[config.mk]
export PLATFORM = sky130hd
export DESIGN_NAME = ps2kbd_decoder
export DESIGN_NICKNAME = d
export VERILOG_FILES = /design/src/hdl/ps2kbd_pkg.sv /design/src/hdl/ps2kbd_decoder.sv
export SDC_FILE = /design/constraint.sdc
export NUM_CORES = 1
export LEC_CHECK = 0
export ABC_CLOCK_PERIOD_IN_PS = 13350
export BUFFER_PORTS_ARGS = -buffer_cell sky130_fd_sc_hd__buf_2
export CAP_MARGIN = 20
export CORE_MARGIN = 5
export CORE_UTILIZATION = 40
export CTS_BUF_LIST = sky130_fd_sc_hd__clkbuf_8
export CTS_CLUSTER_DIAMETER = 200
export CTS_CLUSTER_SIZE = 14
export DETAILED_ROUTE_END_ITERATION = 7
export SETUP_SLACK_MARGIN = 0.15
export SYNTH_ARGS = -nofsm -noshare
export SYNTH_HDL_FRONTEND = slang
export SYNTH_MEMORY_MAX_BITS = 65536
export SYNTH_SLANG_ARGS = --single-unit
[constraint.sdc]
create_clock -name clk -period 13.35 [get_ports clk]
set_input_delay 2.67 -clock clk [delete_from_list [all_inputs] [get_ports clk]]
set_output_delay 2.67 -clock clk [all_outputs]
set_load 0.05 [all_outputs]
[src/hdl/ps2kbd_pkg.sv]
`timescale 1ns / 1ps
package ps2kbd_pkg;

    typedef struct packed {
        logic       action;
        logic [7:0] scancode;
    } in_word_t;

    typedef struct packed {
        logic       produced;
        logic [7:0] symbol;
        logic [2:0] special_key;
        logic [3:0] modifiers;
        logic       ctrl_c_raised;
        logic       event_dropped;
        logic [6:0] pending_events;
    } out_word_t;

    typedef struct packed {
        logic [3:0] modifiers;
        logic [2:0] special_key;
        logic [7:0] symbol;
    } event_t;

    localparam logic [7:0] SC_PREFIX    = 8'hE0;
    localparam logic [7:0] SC_RELEASE   = 8'h80;
    localparam logic [6:0] SC_LSHIFT    = 7'h2A;
    localparam logic [6:0] SC_RSHIFT    = 7'h36;
    localparam logic [6:0] SC_CTRL      = 7'h1D;
    localparam logic [6:0] SC_ALT       = 7'h38;
    localparam logic [6:0] SC_CAPS      = 7'h3A;
    localparam logic [7:0] SYM_CTRL_C   = 8'h03;
    localparam logic       ACT_SCANCODE = 1'b0;
    localparam logic       ACT_READ     = 1'b1;
    localparam logic [1:0] REG_LAYOUT   = 2'd0;

    function automatic logic [7:0] map_us_normal(input logic [6:0] i);
        case (i)
            7'h01: return 8'd27;  7'h02: return "1"; 7'h03: return "2"; 7'h04: return "3";
            7'h05: return "4"; 7'h06: return "5"; 7'h07: return "6"; 7'h08: return "7";
            7'h09: return "8"; 7'h0A: return "9"; 7'h0B: return "0"; 7'h0C: return "-";
            7'h0D: return "="; 7'h0E: return 8'd8; 7'h0F: return 8'd9;
            7'h10: return "q"; 7'h11: return "w"; 7'h12: return "e"; 7'h13: return "r";
            7'h14: return "t"; 7'h15: return "y"; 7'h16: return "u"; 7'h17: return "i";
            7'h18: return "o"; 7'h19: return "p"; 7'h1A: return "["; 7'h1B: return "]";
            7'h1C: return 8'd10; 7'h1E: return "a"; 7'h1F: return "s";
            7'h20: return "d"; 7'h21: return "f"; 7'h22: return "g"; 7'h23: return "h";
            7'h24: return "j"; 7'h25: return "k"; 7'h26: return "l"; 7'h27: return ";";
            7'h28: return 8'h27; 7'h29: return 8'h60; 7'h2B: return 8'h5C;
            7'h2C: return "z"; 7'h2D: return "x"; 7'h2E: return "c"; 7'h2F: return "v";
            7'h30: return "b"; 7'h31: return "n"; 7'h32: return "m"; 7'h33: return ",";
            7'h34: return "."; 7'h35: return "/"; 7'h37: return "*"; 7'h39: return " ";
            7'h47: return "7"; 7'h48: return "8"; 7'h49: return "9"; 7'h4A: return "-";
            7'h4B: return "4"; 7'h4C: return "5"; 7'h4D: return "6"; 7'h4E: return "+";
            7'h4F: return "1"; 7'h50: return "2"; 7'h51: return "3"; 7'h52: return "0";
            7'h53: return ".";
            default: return 8'd0;
        endcase
    endfunction

    function automatic logic [7:0] map_us_shift(input logic [6:0] i);
        case (i)
            7'h01: return 8'd27;  7'h02: return "!"; 7'h03: return "@"; 7'h04: return "#";
            7'h05: return "$"; 7'h06: return "%"; 7'h07: return "^"; 7'h08: return "&";
            7'h09: return "*"; 7'h0A: return "("; 7'h0B: return ")"; 7'h0C: return "_";
            7'h0D: return "+"; 7'h0E: return 8'd8; 7'h0F: return 8'd9;
            7'h10: return "Q"; 7'h11: return "W"; 7'h12: return "E"; 7'h13: return "R";
            7'h14: return "T"; 7'h15: return "Y"; 7'h16: return "U"; 7'h17: return "I";
            7'h18: return "O"; 7'h19: return "P"; 7'h1A: return "{"; 7'h1B: return "}";
            7'h1C: return 8'd10; 7'h1E: return "A"; 7'h1F: return "S";
            7'h20: return "D"; 7'h21: return "F"; 7'h22: return "G"; 7'h23: return "H";
            7'h24: return "J"; 7'h25: return "K"; 7'h26: return "L"; 7'h27: return ":";
            7'h28: return 8'h22; 7'h29: return "~"; 7'h2B: return "|";
            7'h2C: return "Z"; 7'h2D: return "X"; 7'h2E: return "C"; 7'h2F: return "V";
            7'h30: return "B"; 7'h31: return "N"; 7'h32: return "M"; 7'h33: return "<";
            7'h34: return ">"; 7'h35: return "?"; 7'h37: return "*"; 7'h39: return " ";
            7'h47: return "7"; 7'h48: return "8"; 7'h49: return "9"; 7'h4A: return "-";
            7'h4B: return "4"; 7'h4C: return "5"; 7'h4D: return "6"; 7'h4E: return "+";
            7'h4F: return "1"; 7'h50: return "2"; 7'h51: return "3"; 7'h52: return "0";
            7'h53: return ".";
            default: return 8'd0;
        endcase
    endfunction

    function automatic logic [7:0] map_de_normal(input logic [6:0] i);
        case (i)
            7'h01: return 8'd27;  7'h02: return "1"; 7'h03: return "2"; 7'h04: return "3";
            7'h05: return "4"; 7'h06: return "5"; 7'h07: return "6"; 7'h08: return "7";
            7'h09: return "8"; 7'h0A: return "9"; 7'h0B: return "0"; 7'h0C: return 8'hDF;
            7'h0D: return 8'hB4; 7'h0E: return 8'd8; 7'h0F: return 8'd9;
            7'h10: return "q"; 7'h11: return "w"; 7'h12: return "e"; 7'h13: return "r";
            7'h14: return "t"; 7'h15: return "z"; 7'h16: return "u"; 7'h17: return "i";
            7'h18: return "o"; 7'h19: return "p"; 7'h1A: return 8'hFC; 7'h1B: return "+";
            7'h1C: return 8'd10; 7'h1E: return "a"; 7'h1F: return "s";
            7'h20: return "d"; 7'h21: return "f"; 7'h22: return "g"; 7'h23: return "h";
            7'h24: return "j"; 7'h25: return "k"; 7'h26: return "l"; 7'h27: return 8'hF6;
            7'h28: return 8'hE4; 7'h29: return "^"; 7'h2B: return "#";
            7'h2C: return "y"; 7'h2D: return "x"; 7'h2E: return "c"; 7'h2F: return "v";
            7'h30: return "b"; 7'h31: return "n"; 7'h32: return "m"; 7'h33: return ",";
            7'h34: return "."; 7'h35: return "-"; 7'h37: return "*"; 7'h39: return " ";
            7'h47: return "7"; 7'h48: return "8"; 7'h49: return "9"; 7'h4A: return "-";
            7'h4B: return "4"; 7'h4C: return "5"; 7'h4D: return "6"; 7'h4E: return "+";
            7'h4F: return "1"; 7'h50: return "2"; 7'h51: return "3"; 7'h52: return "0";
            7'h53: return ","; 7'h56: return "<";
            default: return 8'd0;
        endcase
    endfunction

    function automatic logic [7:0] map_de_shift(input logic [6:0] i);
        case (i)
            7'h01: return 8'd27;  7'h02: return "!"; 7'h03: return 8'h22; 7'h04: return 8'hA7;
            7'h05: return "$"; 7'h06: return "%"; 7'h07: return "&"; 7'h08: return "/";
            7'h09: return "("; 7'h0A: return ")"; 7'h0B: return "="; 7'h0C: return "?";
            7'h0D: return 8'h60; 7'h0E: return 8'd8; 7'h0F: return 8'd9;
            7'h10: return "Q"; 7'h11: return "W"; 7'h12: return "E"; 7'h13: return "R";
            7'h14: return "T"; 7'h15: return "Z"; 7'h16: return "U"; 7'h17: return "I";
            7'h18: return "O"; 7'h19: return "P"; 7'h1A: return 8'hDC; 7'h1B: return "*";
            7'h1C: return 8'd10; 7'h1E: return "A"; 7'h1F: return "S";
            7'h20: return "D"; 7'h21: return "F"; 7'h22: return "G"; 7'h23: return "H";
            7'h24: return "J"; 7'h25: return "K"; 7'h26: return "L"; 7'h27: return 8'hD6;
            7'h28: return 8'hC4; 7'h29: return 8'hB0; 7'h2B: return 8'h27;
            7'h2C: return "Y"; 7'h2D: return "X"; 7'h2E: return "C"; 7'h2F: return "V";
            7'h30: return "B"; 7'h31: return "N"; 7'h32: return "M"; 7'h33: return ";";
            7'h34: return ":"; 7'h35: return "_"; 7'h37: return "*"; 7'h39: return " ";
            7'h47: return "7"; 7'h48: return "8"; 7'h49: return "9"; 7'h4A: return "-";
            7'h4B: return "4"; 7'h4C: return "5"; 7'h4D: return "6"; 7'h4E: return "+";
            7'h4F: return "1"; 7'h50: return "2"; 7'h51: return "3"; 7'h52: return "0";
            7'h53: return ","; 7'h56: return ">";
            default: return 8'd0;
        endcase
    endfunction

    function automatic logic [7:0] map_de_altgr(input logic [6:0] i);
        case (i)
            7'h03: return 8'hB2; 7'h04: return 8'hB3; 7'h08: return "{"; 7'h09: return "[";
            7'h0A: return "]"; 7'h0B: return "}"; 7'h0C: return 8'h5C; 7'h10: return "@";
            7'h12: return 8'h80; 7'h1B: return "~"; 7'h32: return 8'hB5; 7'h56: return "|";
            default: return 8'd0;
        endcase
    endfunction

    function automatic logic is_ascii_letter(input logic [7:0] c);
        return (c >= "a" && c <= "z") || (c >= "A" && c <= "Z");
    endfunction

    function automatic logic letter_or_umlaut(input logic [7:0] c);
        return is_ascii_letter(c) || c == 8'hE4 || c == 8'hC4 || c == 8'hF6 ||
               c == 8'hD6 || c == 8'hFC || c == 8'hDC;
    endfunction

    function automatic logic [2:0] special_code(input logic [7:0] sc);
        case (sc)
            8'h48: return 3'd1;
            8'h50: return 3'd2;
            8'h4B: return 3'd3;
            8'h4D: return 3'd4;
            8'h53: return 3'd5;
            8'h47: return 3'd6;
            8'h4F: return 3'd7;
            default: return 3'd0;
        endcase
    endfunction

endpackage

[src/hdl/ps2kbd_decoder.sv]
`timescale 1ns / 1ps
module ps2kbd_decoder
(
    input  logic                  clk,
    input  logic                  rst_n,
    input  logic                  step,
    input  logic [7:0]            scancode,
    input  logic                  layout,
    output logic                  key_valid,
    output ps2kbd_pkg::event_t    key_event,
    output logic [3:0]            live_mods
);

    logic lshift_reg, rshift_reg, lctrl_reg, rctrl_reg, caps_reg, altgr_reg, prefix_reg;
    logic lshift_next, rshift_next, lctrl_next, rctrl_next, caps_next, altgr_next;
    logic prefix_next;
    logic [6:0] make;
    logic [7:0] normal, shifted, alt, chr;
    logic       use_shift;
    logic [7:0] sym;
    logic [2:0] spec;

    assign make = scancode[6:0];

    always_comb
    begin
        normal  = layout ? ps2kbd_pkg::map_de_normal(make) : ps2kbd_pkg::map_us_normal(make);
        shifted = layout ? ps2kbd_pkg::map_de_shift(make) : ps2kbd_pkg::map_us_shift(make);
        alt     = layout ? ps2kbd_pkg::map_de_altgr(make) : 8'd0;
        use_shift = lshift_reg | rshift_reg;
        if (caps_reg && ps2kbd_pkg::letter_or_umlaut(normal))
        begin
            use_shift = ~use_shift;
        end
        if (altgr_reg && alt != 8'd0)
        begin
            chr = alt;
        end
        else if (use_shift && shifted != 8'd0)
        begin
            chr = shifted;
        end
        else
        begin
            chr = normal;
        end
        if ((lctrl_reg | rctrl_reg) && ps2kbd_pkg::is_ascii_letter(chr))
        begin
            chr = {3'b000, chr[4:0]};
        end
    end

    always_comb
    begin
        lshift_next = lshift_reg;
        rshift_next = rshift_reg;
        lctrl_next  = lctrl_reg;
        rctrl_next  = rctrl_reg;
        caps_next   = caps_reg;
        altgr_next  = altgr_reg;
        prefix_next = 1'b0;
        sym         = 8'd0;
        spec        = 3'd0;
        if (scancode == ps2kbd_pkg::SC_PREFIX)
        begin
            prefix_next = 1'b1;
        end
        else if (scancode[7])
        begin
            if (make == ps2kbd_pkg::SC_LSHIFT)
                lshift_next = 1'b0;
            else if (make == ps2kbd_pkg::SC_RSHIFT)
                rshift_next = 1'b0;
            else if (make == ps2kbd_pkg::SC_ALT && prefix_reg)
                altgr_next = 1'b0;
            else if (make == ps2kbd_pkg::SC_CTRL)
            begin
                if (prefix_reg)
                    rctrl_next = 1'b0;
                else
                    lctrl_next = 1'b0;
            end
        end
        else if (prefix_reg)
        begin
            if (make == ps2kbd_pkg::SC_ALT)
                altgr_next = 1'b1;
            else if (make == ps2kbd_pkg::SC_CTRL)
                rctrl_next = 1'b1;
            else
                spec = ps2kbd_pkg::special_code(scancode);
        end
        else if (make == ps2kbd_pkg::SC_LSHIFT)
            lshift_next = 1'b1;
        else if (make == ps2kbd_pkg::SC_RSHIFT)
            rshift_next = 1'b1;
        else if (make == ps2kbd_pkg::SC_CTRL)
            lctrl_next = 1'b1;
        else if (make == ps2kbd_pkg::SC_CAPS)
            caps_next = ~caps_reg;
        else if (make != ps2kbd_pkg::SC_ALT)
            sym = chr;
    end

    assign live_mods = {caps_next, altgr_next, lctrl_next | rctrl_next,
                        lshift_next | rshift_next};
    assign key_valid = (sym != 8'd0) || (spec != 3'd0);
    assign key_event = '{modifiers: live_mods, special_key: spec, symbol: sym};

    always_ff @(posedge clk or negedge rst_n)
    begin
        if (!rst_n)
        begin
            lshift_reg <= 1'b0;
            rshift_reg <= 1'b0;
            lctrl_reg  <= 1'b0;
            rctrl_reg  <= 1'b0;
            caps_reg   <= 1'b0;
            altgr_reg  <= 1'b0;
            prefix_reg <= 1'b0;
        end
        else if (step)
        begin
            lshift_reg <= lshift_next;
            rshift_reg <= rshift_next;
            lctrl_reg  <= lctrl_next;
            rctrl_reg  <= rctrl_next;
            caps_reg   <= caps_next;
            altgr_reg  <= altgr_next;
            prefix_reg <= prefix_next;
        end
    end

endmodule

# Word level (Yosys, flattened, before mapping)
# Memory sizes are Yosys's and may differ from the RTL's.
# Cells that the tools add are included.
dict set report totals {
  reg_bits 7
  mem_bits_ro 3840
  out_inout_bits 20
  wordCells 149
  mem_count 4
}
dict set report classes {
  order_cmp 8
  eq_ne 32
  muxes 70
  bitwise_logic 6
  n_reduce_logical 22
}
# name depth width rd rd_clocked_by_memory_dff write_ports line_no
set mem_list {}
lappend mem_list {{(name not given)} 128 8 1 0 0 ps2kbd_pkg.sv:86} ;# case (i)
lappend mem_list {{(name not given)} 128 8 1 0 0 ps2kbd_pkg.sv:110} ;# case (i)
lappend mem_list {{(name not given)} 128 7 1 0 0 ps2kbd_pkg.sv:38} ;# case (i)
lappend mem_list {{(name not given)} 128 7 1 0 0 ps2kbd_pkg.sv:62} ;# case (i)
# operator n
set ops {}
lappend ops {{8-bit two-way mux} 14}
lappend ops {{8-bit case mux with 12 select lines} 1}
lappend ops {{8-bit by 7-bit equality test with 1-bit output (second input constant)} 7}
lappend ops {{8-bit equality test (second input constant)} 7}
lappend ops {{1-bit two-way mux} 49}
lappend ops {{7-bit by 4-bit equality test with 1-bit output (second input constant)} 5}
lappend ops {{7-bit by 6-bit equality test with 1-bit output (second input constant)} 5}
lappend ops {{8-bit by 7-bit greater-or-equal comparator with 1-bit output (second input constant)} 4}
lappend ops {{8-bit by 7-bit less-or-equal comparator with 1-bit output (second input constant)} 4}
lappend ops {{7-bit by 5-bit equality test with 1-bit output (second input constant)} 4}
lappend ops {{8-bit nonzero test} 3}
lappend ops {{3-bit case mux with 7 select lines} 1}
lappend ops {{3-bit two-way mux} 5}
lappend ops {{1-bit logical AND} 9}
lappend ops {{1-bit logical OR} 9}
lappend ops {{7-bit by 2-bit equality test with 1-bit output (second input constant)} 1}
lappend ops {{7-bit by 3-bit equality test with 1-bit output (second input constant)} 1}
lappend ops {{7-bit equality test (second input constant)} 1}
lappend ops {{7-bit by 6-bit != test with 1-bit output (second input constant)} 1}
lappend ops {{1-bit bitwise OR} 4}
lappend ops {{3-bit nonzero test} 1}
lappend ops {{1-bit inverter} 2}

# Depth between registers and ports, before layout
# Gate-level depths: netlist (run 1).
# An unclocked memory read counts as a cell.
dict set report depth {
  ltp_word 31
  depth_mapped 20
  mapped_depth_nobuf 15
}

# Worst setup path after synthesis (run 1)
# No wires, ideal clock.
dict set report synth_timing {
  path_type {input to output}
  from {input port scancode[1]}
  to {output port key_event[5] (netlist bit)}
  arrival_ps 7354
  path_slack_ps 3326
  stages 19
  path_cell_list {buf_2 > clkbuf_1 > inv_1 > ha_1 > buf_2 > nor2b_1 > o32ai_1 > o311a_1 > or3_4 > a221o_1 > o31a_2 > o32a_1 > o21ai_2 > and3_1 > buf_6 > mux2_4 > o21ai_2 > a41oi_1 > a21oi_1}
}
# item line_no
set synth_rtl {}
lappend synth_rtl {{start: declaration} ps2kbd_decoder.sv:7} ;# input logic [7:0] scancode,
lappend synth_rtl {{end: declaration} ps2kbd_decoder.sv:10} ;# output ps2kbd_pkg::event_t key_event,

# Worst setup path in the final report (run 1)
dict set report layout_timing {
  from {input port scancode[1]}
  to {output port key_valid}
}
dict set report layout_between {
  elab_chain_cells 31
  elab_cells_between_ends 87
  cone_classes {order compare (8); eq/ne (32); mux (22); reduce/logical (21); memory (4)}
}
# item line_no
set layout_rtl {}
lappend layout_rtl {{memory read 128 x 7 bit or memory read 128 x 8 bit (tied branches)} --}
lappend layout_rtl {{8-bit two-way mux} ps2kbd_decoder.sv:27} ;# normal = layout ? ps2kbd_pkg::map_de_normal(make) : ps2kbd_pkg::map_us_normal(make);
lappend layout_rtl {{8-bit by 7-bit greater-or-equal comparator with 1-bit output or 8-bit by 7-bit less-or-equal comparator with 1-bit output (tied branches)} ps2kbd_pkg.sv:143} ;# return (c >= "a" && c <= "z") || (c >= "A" && c <= "Z");
lappend layout_rtl {{1-bit logical AND} ps2kbd_pkg.sv:143}
lappend layout_rtl {{1-bit logical OR} ps2kbd_pkg.sv:143}
lappend layout_rtl {{1-bit logical OR (4 in series)} ps2kbd_pkg.sv:147} ;# return is_ascii_letter(c) || c == 8'hE4 || c == 8'hC4 || c == 8'hF6 ||
lappend layout_rtl {{1-bit logical OR (2 in series)} ps2kbd_pkg.sv:148} ;# c == 8'hD6 || c == 8'hFC || c == 8'hDC;
lappend layout_rtl {{1-bit logical AND} ps2kbd_decoder.sv:31} ;# if (caps_reg && ps2kbd_pkg::letter_or_umlaut(normal))
lappend layout_rtl {{[... 11 more ...]} --}
lappend layout_rtl {{8-bit two-way mux} ps2kbd_decoder.sv:97} ;# else if (make == ps2kbd_pkg::SC_CTRL)
lappend layout_rtl {{8-bit two-way mux} ps2kbd_decoder.sv:95} ;# else if (make == ps2kbd_pkg::SC_RSHIFT)
lappend layout_rtl {{8-bit two-way mux} ps2kbd_decoder.sv:93} ;# else if (make == ps2kbd_pkg::SC_LSHIFT)
lappend layout_rtl {{8-bit two-way mux} ps2kbd_decoder.sv:84} ;# else if (prefix_reg)
lappend layout_rtl {{8-bit two-way mux} ps2kbd_decoder.sv:68} ;# else if (scancode[7])
lappend layout_rtl {{8-bit two-way mux} ps2kbd_decoder.sv:64} ;# if (scancode == ps2kbd_pkg::SC_PREFIX)
lappend layout_rtl {{8-bit nonzero test} ps2kbd_decoder.sv:107} ;# assign key_valid = (sym != 8'd0) || (spec != 3'd0);
lappend layout_rtl {{1-bit logical OR (*)} ps2kbd_decoder.sv:107}
lappend layout_rtl {{end: declaration} ps2kbd_decoder.sv:9} ;# output logic key_valid,
# Mark *: on every way between the ends. The rest lies on a longest branch, timed or not.

==> results.yml, run 1 <==
outcome:
  status: "finished, final reports clean"
setup_path:
  crit_family: "compound AO/OA/AOI/OAI gates"
  crit_path_max_incr_delay_ns: 0.49
  crit_fanout: 23
  crit_arrival_ns: 7.76
  startpoint_type: "input port"
  critPathKind: "in -> out"
  critPathRequiredTime_ns: 10.68
  cp_num_buf_inv: 3
  critPathSlowestCell: "ha_1"
  path_cells: "buf_2 -> inv_1 -> ha_1 -> nor2_1 -> or3_1 -> a21oi_1 -> o31ai_1 -> o2111ai_1 -> o2111a_2 -> o32a_1 -> o21ai_2 -> and3_1 -> mux2_4 -> o21ai_2 -> a41oi_1 -> o211ai_2 -> buf_2"
  endpoint_kind: "output pin"
sta:
  worstMarginPinSlew_ns: 0.949
  min_period_ns: 10.43
  timing_hold_violations_final: 0
  fin_crit_sh_pct: 78.2
  timing.hold.ws_ns: 0.498
  max_slew_margin_pct: 36.5
  fmaxAchievable_mhz: 95.8
  setup_violations: 0
  fin_skew_ns: 0.000160
  setup_slack_ns: 2.92
  rsz0062_at_grt: "no"
  drv_slew: 0
  fin_setup_tns_ns: 0
cells_and_area:
  n_fill_cell: 1061
  area_delta_synth_final_pct: 0.653
  fin_nets: 604
  multi_input_area_um2: 3410
  num_antenna_cells: 0
  fin_area_um2: 4050
  regArea_um2: 175
  drive_gt1_share_pct: 13.5
detailed_routing:
  vias: 5113
  drtIter0Drc: 997
  ant_nets: 0
  dr.pass1.iters: 6
  post_drt_wl_per_cell_um: 23.7
  drc_errors: 0
  vias_per_cell: 7.19
  wl_mm: 16.8
power_and_ir_drop:
  p_per_area_nw_per_um2: 57.5
  peakVddDrop_mv: 0.112
  p_leak_nw: 1.50
  total_power_mw: 0.233
floorplan:
  core-area_um2: 9770
  die_w_um: 110
  io_pins: 32
  row_count: 36
  die_h_um: 110
  start_util_pct: 41.2
  die_area_um2: 12200
synthesis:
  syn_nets: 629
  yosysWarnings: 0
  synth-seq-cells: 7
  ys_types: 94
  synth_flop_cell: "dfrtp_1"
  async_reset_ff_share_pct: 100
  synth_edf_count: 0
  netlist_area_um2: 4030
  syn_inst: 604
  ys_seq_area_share_pct: 4.35
  syn_avg_cell_area_um2: 6.66
clocking:
  postCtsHoldBufs: 0
  cts_made_buffers: 3
  cts.repair.resized: 0
  htree_levels: 1
  clockBufferDepth: 2
  clk_pin_slew_worst_paths_ns: 0.04
  cts_setup_buffers: 0
  cts_tree: "yes"
  clockRootBuffer: "clkbuf_8"
  clkLatencyLatePin_ns: 0.22
  clock_sink_count: 7
placement:
  io_buffers: 31
  pre_cts_ws_ns: 3.07
  placed_area_um2: 4010
  dpl.hpwl_mm: 11.8
  gp_congestion: 1.09
grt:
  first_global_vias: 4703
  grt_pass1_wl_mm: 26.4
  antenna_found_initial: 1
  grt.overflow.total: 0
  grt_max_degree: 64
  grt_usage_pct: 27.6
min_path:
  hp-class: "reg -> reg"
flow_run:
  maxCapViolations: 0
==> cell usage in the layout (no fill, tap or decap), drive strengths merged, types with 4 or more instances in the layout <==
master,Yosys,layout
o221ai,4,4
a22oi,7,7
or2,4,4
a211o,7,7
o31ai,7,7
a21oi,54,54
o211ai,11,11
nand2,61,61
nor4,6,6
o311a,8,8
nand3b,7,7
and2,8,8
and3,6,6
a32oi,5,5
a211oi,11,11
ha,13,13
buf,44,37
inv,14,15
dfrtp,7,7
nand3,11,11
mux2,9,9
mux2i,11,11
or3,7,7
nor3,20,20
nand2b,16,16
nor2,53,53
o22ai,5,5
o211a,4,4
a31oi,18,18
o21ai,48,48
o311ai,5,5
nor2b,20,20
o31a,6,6
==> cells by family (layout without fill, tap and decap cells) <==
kind of cell	Yosys count	count (layout)	share of synthesized area, %
compound gates	240	240	42.5
xor+xnor	3	3	0.653
fa+ha+maj	13	13	4.04
buf+inv	82	56	11.0
flops	7	7	4.35
mux	21	21	6.22
simple gates	238	238	31.3
==> path summary, 6_finish.rpt <==
| path | start | endpoint | slack (ns) | cells past startpoint |
|---|---|---|---|---|
| worst max register to register | prefix_reg$_DFFE_PN0P_ | caps_reg$_DFFE_PN0P_ | 12.11 | 3 |
| worst min register to register | altgr_reg$_DFFE_PN0P_ | altgr_reg$_DFFE_PN0P_ | 0.50 | 2 |
| min in group asynchronous | rst_n | rctrl_reg$_DFFE_PN0P_ | 2.28 | 1 |
| worst min-delay path | altgr_reg$_DFFE_PN0P_ | altgr_reg$_DFFE_PN0P_ | 0.50 | 2 |
| max in group asynchronous | rst_n | lctrl_reg$_DFFE_PN0P_ | 10.92 | 1 |
| worst max-delay path | scancode[1] | key_valid | 2.92 | 17 |
==> worst register-to-register path, delay by kind of cell, from the launching register on <==
kind,cells,cell delay (ns)
simple gates,2,0.51
flops,1,0.47
xor+xnor,1,0.14
==> per-stage QoR <==
stage | utilization (%) | cells
detailed placement | 41.0 | 707
finish | 41.4 | 711
global placement | 41.0 | 707
global route | 41.4 | 711
floorplan | - | 604
CTS | 41.4 | 711
==> per-layer routing <==
metal	global-route usage, %	part of all wire (%)	vias to the layer above
met5	0	0.077	-
li1	-	-	2246
met4	12.2	6.1	2
met1	37.9	39	2315
met3	4.95	13	104
met2	42.2	42	446
==> area by class of cell <==
cell class | instances | share of cell area (%)
Timing Repair Buffer | 37 | 4.94
Tap cell | 133 | 4.11
Sequential cell | 7 | 4.32
Clock buffer | 3 | 1.02
Multi-Input combinational cell | 515 | 84.1
Clock inverter | 1 | 0.0926
Inverter | 15 | 1.39
==> power breakdown <==
part           switching [mW]  leakage, nW  internal [mW]
sequential            0.00160       0.0957         0.0227
clock                 0.00815       0.0269         0.0198
combinational           0.125         1.38         0.0555
==> synthesized netlist by cell type (7+ instances only) <==
library cell	count	area share, %
nand2_1	61	5.7
a21oi_1	54	6.7
nor2_1	53	4.9
o21ai_0	41	5.1
clkbuf_1	23	2.1
nor3_1	20	2.5
nor2b_1	19	3.0
a31oi_1	18	2.8
buf_2	17	2.1
nand2b_1	16	2.5
buf_4	14	2.6
ha_1	13	4.0
inv_1	13	1.2
a211oi_1	11	2.1
mux2i_1	10	2.5
nand3_1	10	1.2
o211ai_1	9	1.7
buf_6	8	2.2
mux2_2	8	2.2
o311a_1	8	2.0
a211o_1	7	1.5
a22oi_1	7	1.3
and2_1	7	1.1
dfrtp_1	7	4.4
Power figures use the tool's default switching activity.
==> run 2: changes to the inputs <==
--- a/config.mk
+++ b/config.mk
@@ -5,7 +5,7 @@
 export SDC_FILE = /design/constraint.sdc
 export NUM_CORES = 1
 export LEC_CHECK = 0
-export ABC_CLOCK_PERIOD_IN_PS = 13350
+export ABC_CLOCK_PERIOD_IN_PS = 9520
 export BUFFER_PORTS_ARGS = -buffer_cell sky130_fd_sc_hd__buf_2
 export CAP_MARGIN = 20
 export CORE_MARGIN = 5
==> constraint.sdc (replaced) <==
create_clock -name clk -period 9.52 [get_ports clk]
set_input_delay 1.904 -clock clk [delete_from_list [all_inputs] [get_ports clk]]
set_output_delay 1.904 -clock clk [all_outputs]
set_load 0.05 [all_outputs]
==> run 2 against run 1 <==
Against the previous run: wire length rose by 2.9%; critical path type unchanged; clock-buffer cell count unchanged; sequential cell count did not move; clock skew rose by 0.0018 ns.
==> results.yml, run 2 (same netlist as run 1, synthesis figures left out) <==
outcome:
  status: "finished, final reports clean"
cells_and_area:
  multi_input_area_um2: 3410
  fin_area_um2: 4100
  n_fill_cell: 1052
  drive_gt1_share_pct: 14.5
  fin_nets: 611
  regArea_um2: 175
  area_delta_synth_final_pct: 1.96
  num_antenna_cells: 0
  layout_commonest_cell: "nand2_1"
  most-common-layout-cells: "61 x nand2_1, 54 x a21oi_1, 53 x nor2_1, 41 x o21ai_0, 31 x buf_2"
  final_core_util_pct: 42.0
grt:
  first_global_vias: 4650
  grt_pass1_wl_mm: 26.2
  antenna_found_initial: 0
  grt_usage_pct: 27.8
  grt_max_degree: 47
  grt.overflow.total: 0
power_and_ir_drop:
  pwr-share-clk_pct: 12.0
  p_per_area_nw_per_um2: 81.1
  swShare_pct: 58.1
  total_power_mw: 0.333
  p_seq_share_pct: 10.2
  internal-power_mw: 0.139
  combPwrFrac_pct: 77.7
  p_sw_mw: 0.193
  p_leak_nw: 1.53
  peakVddDrop_mv: 0.138
detailed_routing:
  drtIter0Drc: 882
  vias_per_cell: 7.18
  vias: 5153
  wl_met3_mm: 2.34
  wl_met2_mm: 7.00
  dr.pass1.iters: 6
  post_drt_wl_per_cell_um: 24.1
  drt-met1-wl_mm: 6.73
  drc_errors: 0
  ant_nets: 0
  routed.top_layer: "met4"
  wl_mm: 17.3
clocking:
  clk_pin_slew_worst_paths_ns: 0.04
  cts_tree: "yes"
  clockRootBuffer: "clkbuf_8"
  clkLatencyLatePin_ns: 0.22
  postCtsHoldBufs: 0
  clock_sink_count: 7
  cts_made_buffers: 3
  clockBufferDepth: 2
  htree_levels: 1
  cts_setup_buffers: 0
  cts.repair.resized: 0
sta:
  fin_crit_sh_pct: 92.9
  setup_slack_ns: 0.680
  setup_violations: 0
  timing_hold_violations_final: 0
  drv_slew: 0
  fmaxAchievable_mhz: 113
  max_slew_margin_pct: 36.0
  fin_skew_ns: 0.00199
  rsz0062_at_grt: "no"
  min_period_ns: 8.84
  fin_setup_tns_ns: 0
  worstMarginPinSlew_ns: 0.961
placement:
  pre_cts_ws_ns: 0.818
  dpl.hpwl_mm: 12.2
  placed_area_um2: 4060
  gp_congestion: 1.02
  io_buffers: 31
floorplan:
  row_count: 36
  io_pins: 32
  die_w_um: 110
  core-area_um2: 9770
  die_h_um: 110
  die_area_um2: 12200
  start_util_pct: 41.2
setup_path:
  critPathRequiredTime_ns: 7.62
  endpoint_kind: "output pin"
  critPathKind: "in -> out"
  crit_fanout: 23
  crit_arrival_ns: 6.94
  startpoint_type: "input port"
flow_run:
  maxCapViolations: 0
min_path:
  hp-class: "reg -> reg"
==> run 2: changes by cell type in the layout (fill, tap and decap cells not counted), sizes merged <==
cell  change
buf       +7
==> run 2: final timing paths <==
path / slack [ns] / cells after the start / end / from
setup / recovery: 0.68 / 17 / key_valid / scancode[1]
hold / removal: 0.48 / 2 / altgr_reg$_DFFE_PN0P_ / altgr_reg$_DFFE_PN0P_
setup reg to reg: 8.18 / 3 / caps_reg$_DFFE_PN0P_ / prefix_reg$_DFFE_PN0P_
hold reg to reg: 0.48 / 2 / altgr_reg$_DFFE_PN0P_ / altgr_reg$_DFFE_PN0P_
max in group asynchronous: 7.86 / 1 / lshift_reg$_DFFE_PN0P_ / rst_n
min in group asynchronous: 1.50 / 1 / lctrl_reg$_DFFE_PN0P_ / rst_n
==> run 2: area by class of cell <==
class	instances	area share [%]
clock inverter	1	0.0915
sequential	7	4.27
inverter	15	1.37
multi-input combinational	515	83.0
tap	133	4.05
timing repair buffer	44	6.16
clock buffer	3	1.01
==> run 2: power groups by stage <==
stage	sequential [mW]	combinational (mW)	clock, mW
2_1_floorplan	0.0338	0.196	0
3_3_place_gp	0.0344	0.249	0
3_5_place_dp	0.0344	0.247	0
4_1_cts	0.0340	0.248	0.0409
5_1_grt	0.0344	0.271	0.0426
6_report	0.0340	0.259	0.0400
==> run 2: stage by stage <==
stage | hold WS (ns) | instances
floorplan | 0.448 | 604
global placement | 0.469 | 714
detailed placement | 0.481 | 714
CTS | 0.490 | 718
global route | 0.561 | 718
finish | 0.482 | 718
==> run 2: worst max-delay path, stage by stage <==
cell and delay [ns]:
buf_2 0.40, inv_1 0.26, ha_1 0.49, nor2_1 0.34, or3_1 0.22, a21oi_1 0.10, o31ai_1 0.30, o2111ai_1 0.33
o2111a_2 0.40, o32a_1 0.37, o21ai_2 0.25, and3_1 0.35, mux2_4 0.33, o21ai_2 0.17, a41oi_1 0.20, o211ai_2 0.21
buf_2 0.29
==> run 2: layer usage <==
| layer | vias to the layer above | track usage [%] |
|---|---|---|
| li1 | 2258 | - |
| met1 | 2348 | 37.9 |
| met2 | 436 | 39.2 |
| met3 | 111 | 5.94 |
| met4 | 0 | 17.6 |
| met5 | - | 0 |
==> run 3: changes to the inputs <==
--- a/config.mk
+++ b/config.mk
@@ -9,11 +9,12 @@
 export BUFFER_PORTS_ARGS = -buffer_cell sky130_fd_sc_hd__buf_2
 export CAP_MARGIN = 20
 export CORE_MARGIN = 5
-export CORE_UTILIZATION = 40
+export CORE_UTILIZATION = 55
 export CTS_BUF_LIST = sky130_fd_sc_hd__clkbuf_8
 export CTS_CLUSTER_DIAMETER = 200
 export CTS_CLUSTER_SIZE = 14
 export DETAILED_ROUTE_END_ITERATION = 7
+export PLACE_DENSITY = 0.77
 export SETUP_SLACK_MARGIN = 0.15
 export SYNTH_ARGS = -nofsm -noshare
 export SYNTH_HDL_FRONTEND = slang
==> run 3 against run 2 <==
Against the previous run: the flow now finishes with violations (design-rule violations); non-clock buffer count rose by 6; critical endpoint is now key_event[6]; critical path depth did not move; register-to-register slack improved by 0.09 ns; highest routed layer unchanged; largest cell class unchanged; fmax fell by 0.60%.
==> results.yml, run 3 (same netlist as run 1, synthesis figures left out) <==
floorplan:
  die_h_um: 95.5
  core-area_um2: 7180
  start_util_pct: 56.1
  die_area_um2: 9130
  io_pins: 32
  row_count: 31
  die_w_um: 95.5
outcome:
  violations: "design-rule violations"
  status: "finished with violations"
grt:
  grt_max_degree: 57
  antenna_found_initial: 0
  first_global_vias: 4931
  grt_usage_pct: 39.7
  grt_pass1_wl_mm: 27.7
  grt.overflow.total: 0
sta:
  fmaxAchievable_mhz: 112
  setup_slack_ns: 0.627
  timing.hold.ws_ns: 0.496
  worstMarginPinSlew_ns: 1.01
  setup_violations: 0
  min_period_ns: 8.89
  fin_setup_tns_ns: 0
  max_slew_margin_pct: 32.7
  drv_slew: 0
  timing_hold_violations_final: 0
  fin_crit_sh_pct: 93.4
  fin_skew_ns: 0.00188
  rsz0062_at_grt: "no"
cells_and_area:
  regArea_um2: 175
  area_delta_synth_final_pct: 2.33
  layout_commonest_cell: "nand2_1"
  n_fill_cell: 701
  fin_nets: 617
  multi_input_area_um2: 3410
  num_antenna_cells: 0
  drive_gt1_share_pct: 15.4
  final_core_util_pct: 57.4
  most-common-layout-cells: "61 x nand2_1, 54 x a21oi_1, 53 x nor2_1, 41 x o21ai_0, 31 x buf_2"
power_and_ir_drop:
  p_seq_share_pct: 10.1
  pwr-share-clk_pct: 11.7
  total_power_mw: 0.338
  peakVddDrop_mv: 0.107
  p_per_area_nw_per_um2: 82.1
  p_leak_nw: 1.57
  internal-power_mw: 0.142
  swShare_pct: 58.1
  p_sw_mw: 0.197
  combPwrFrac_pct: 78.2
detailed_routing:
  vias_per_cell: 7.84
  drtIter0Drc: 1056
  post_drt_wl_per_cell_um: 26.2
  ant_nets: 0
  vias: 5410
  wl_mm: 18.1
  dr.pass1.iters: 8
  drc_errors: 9
placement:
  io_buffers: 31
  gp_congestion: 1.08
  pre_cts_ws_ns: 0.858
  dpl.hpwl_mm: 12.8
min_path:
  hold_path_startpoint: "altgr_reg$_DFFE_PN0P_"
  hp-class: "reg -> reg"
setup_path:
  critPathRequiredTime_ns: 7.62
  crit_path_max_incr_delay_ns: 0.55
  critPathSlowestCell: "ha_1"
  startpoint_type: "input port"
  crit_start: "scancode[1]"
  crit_arrival_ns: 6.99
  r2r-start: "prefix_reg$_DFFE_PN0P_"
  path_cells: "buf_2 -> inv_1 -> ha_1 -> nor2b_1 -> o32ai_1 -> o311a_1 -> or3_4 -> o21ai_0 -> nor4_2 -> o32a_1 -> o21ai_2 -> and3_1 -> mux2_4 -> o21ai_2 -> a41oi_1 -> a21oi_1 -> buf_2"
  critPathKind: "in -> out"
  endpoint_kind: "output pin"
  crit_fanout: 23
clocking:
  cts_setup_buffers: 0
  clockRootBuffer: "clkbuf_8"
  clockBufferDepth: 2
  cts_tree: "yes"
  clock_sink_count: 7
  htree_levels: 1
  clkLatencyLatePin_ns: 0.23
  clk_pin_slew_worst_paths_ns: 0.04
  cts.repair.resized: 0
  postCtsHoldBufs: 0
  cts_made_buffers: 3
flow_run:
  maxCapViolations: 0
## run 3: through the flow
stage / instance area [um2] / instances
floorplan: 4030 / 604
global placement: 4070 / 686
detailed placement: 4070 / 686
CTS: 4120 / 690
global route: 4120 / 690
finish: 4120 / 690
## run 3: routing by layer
metal / global-route usage, % / routed length, um
met3: 9.08 / 2790
met4: 23.5 / 1430
met1: 53.8 / 6500
met2: 56.8 / 7380
met5: 0 / 0
## run 3: worst paths after layout
check | endpoint | slack, ns | cells after the start
setup / recovery | key_event[6] | 0.63 | 17
hold / removal | altgr_reg$_DFFE_PN0P_ | 0.50 | 2
setup reg to reg | caps_reg$_DFFE_PN0P_ | 8.27 | 3
hold reg to reg | altgr_reg$_DFFE_PN0P_ | 0.50 | 2
max in group asynchronous | rctrl_reg$_DFFE_PN0P_ | 7.87 | 1
min in group asynchronous | rshift_reg$_DFFE_PN0P_ | 1.50 | 1
## run 3: critical path, delay by kind of cell
| kind | cells | cell delay [ns] |
|---|---|---|
| simple gates | 4 | 1.33 |
| mux | 1 | 0.34 |
| fa+ha+maj | 1 | 0.55 |
| compound gates | 8 | 1.92 |
| buf+inv | 3 | 0.94 |
## run 3: layout make-up
cell class / count / area share [%]
inverter: 15 / 1.37
sequential: 7 / 4.25
tap: 99 / 3.01
clock buffer: 3 / 1.00
multi-input combinational: 515 / 82.7
timing repair buffer: 50 / 7.53
clock inverter: 1 / 0.0911
## run 3: power by group through the flow
stage	logic (mW)	registers [mW]	clock network [mW]
6_report	0.264	0.0341	0.0397
5_1_grt	0.276	0.0343	0.0430
4_1_cts	0.252	0.0340	0.0411
3_5_place_dp	0.251	0.0344	0
3_3_place_gp	0.250	0.0343	0
2_1_floorplan	0.196	0.0338	0
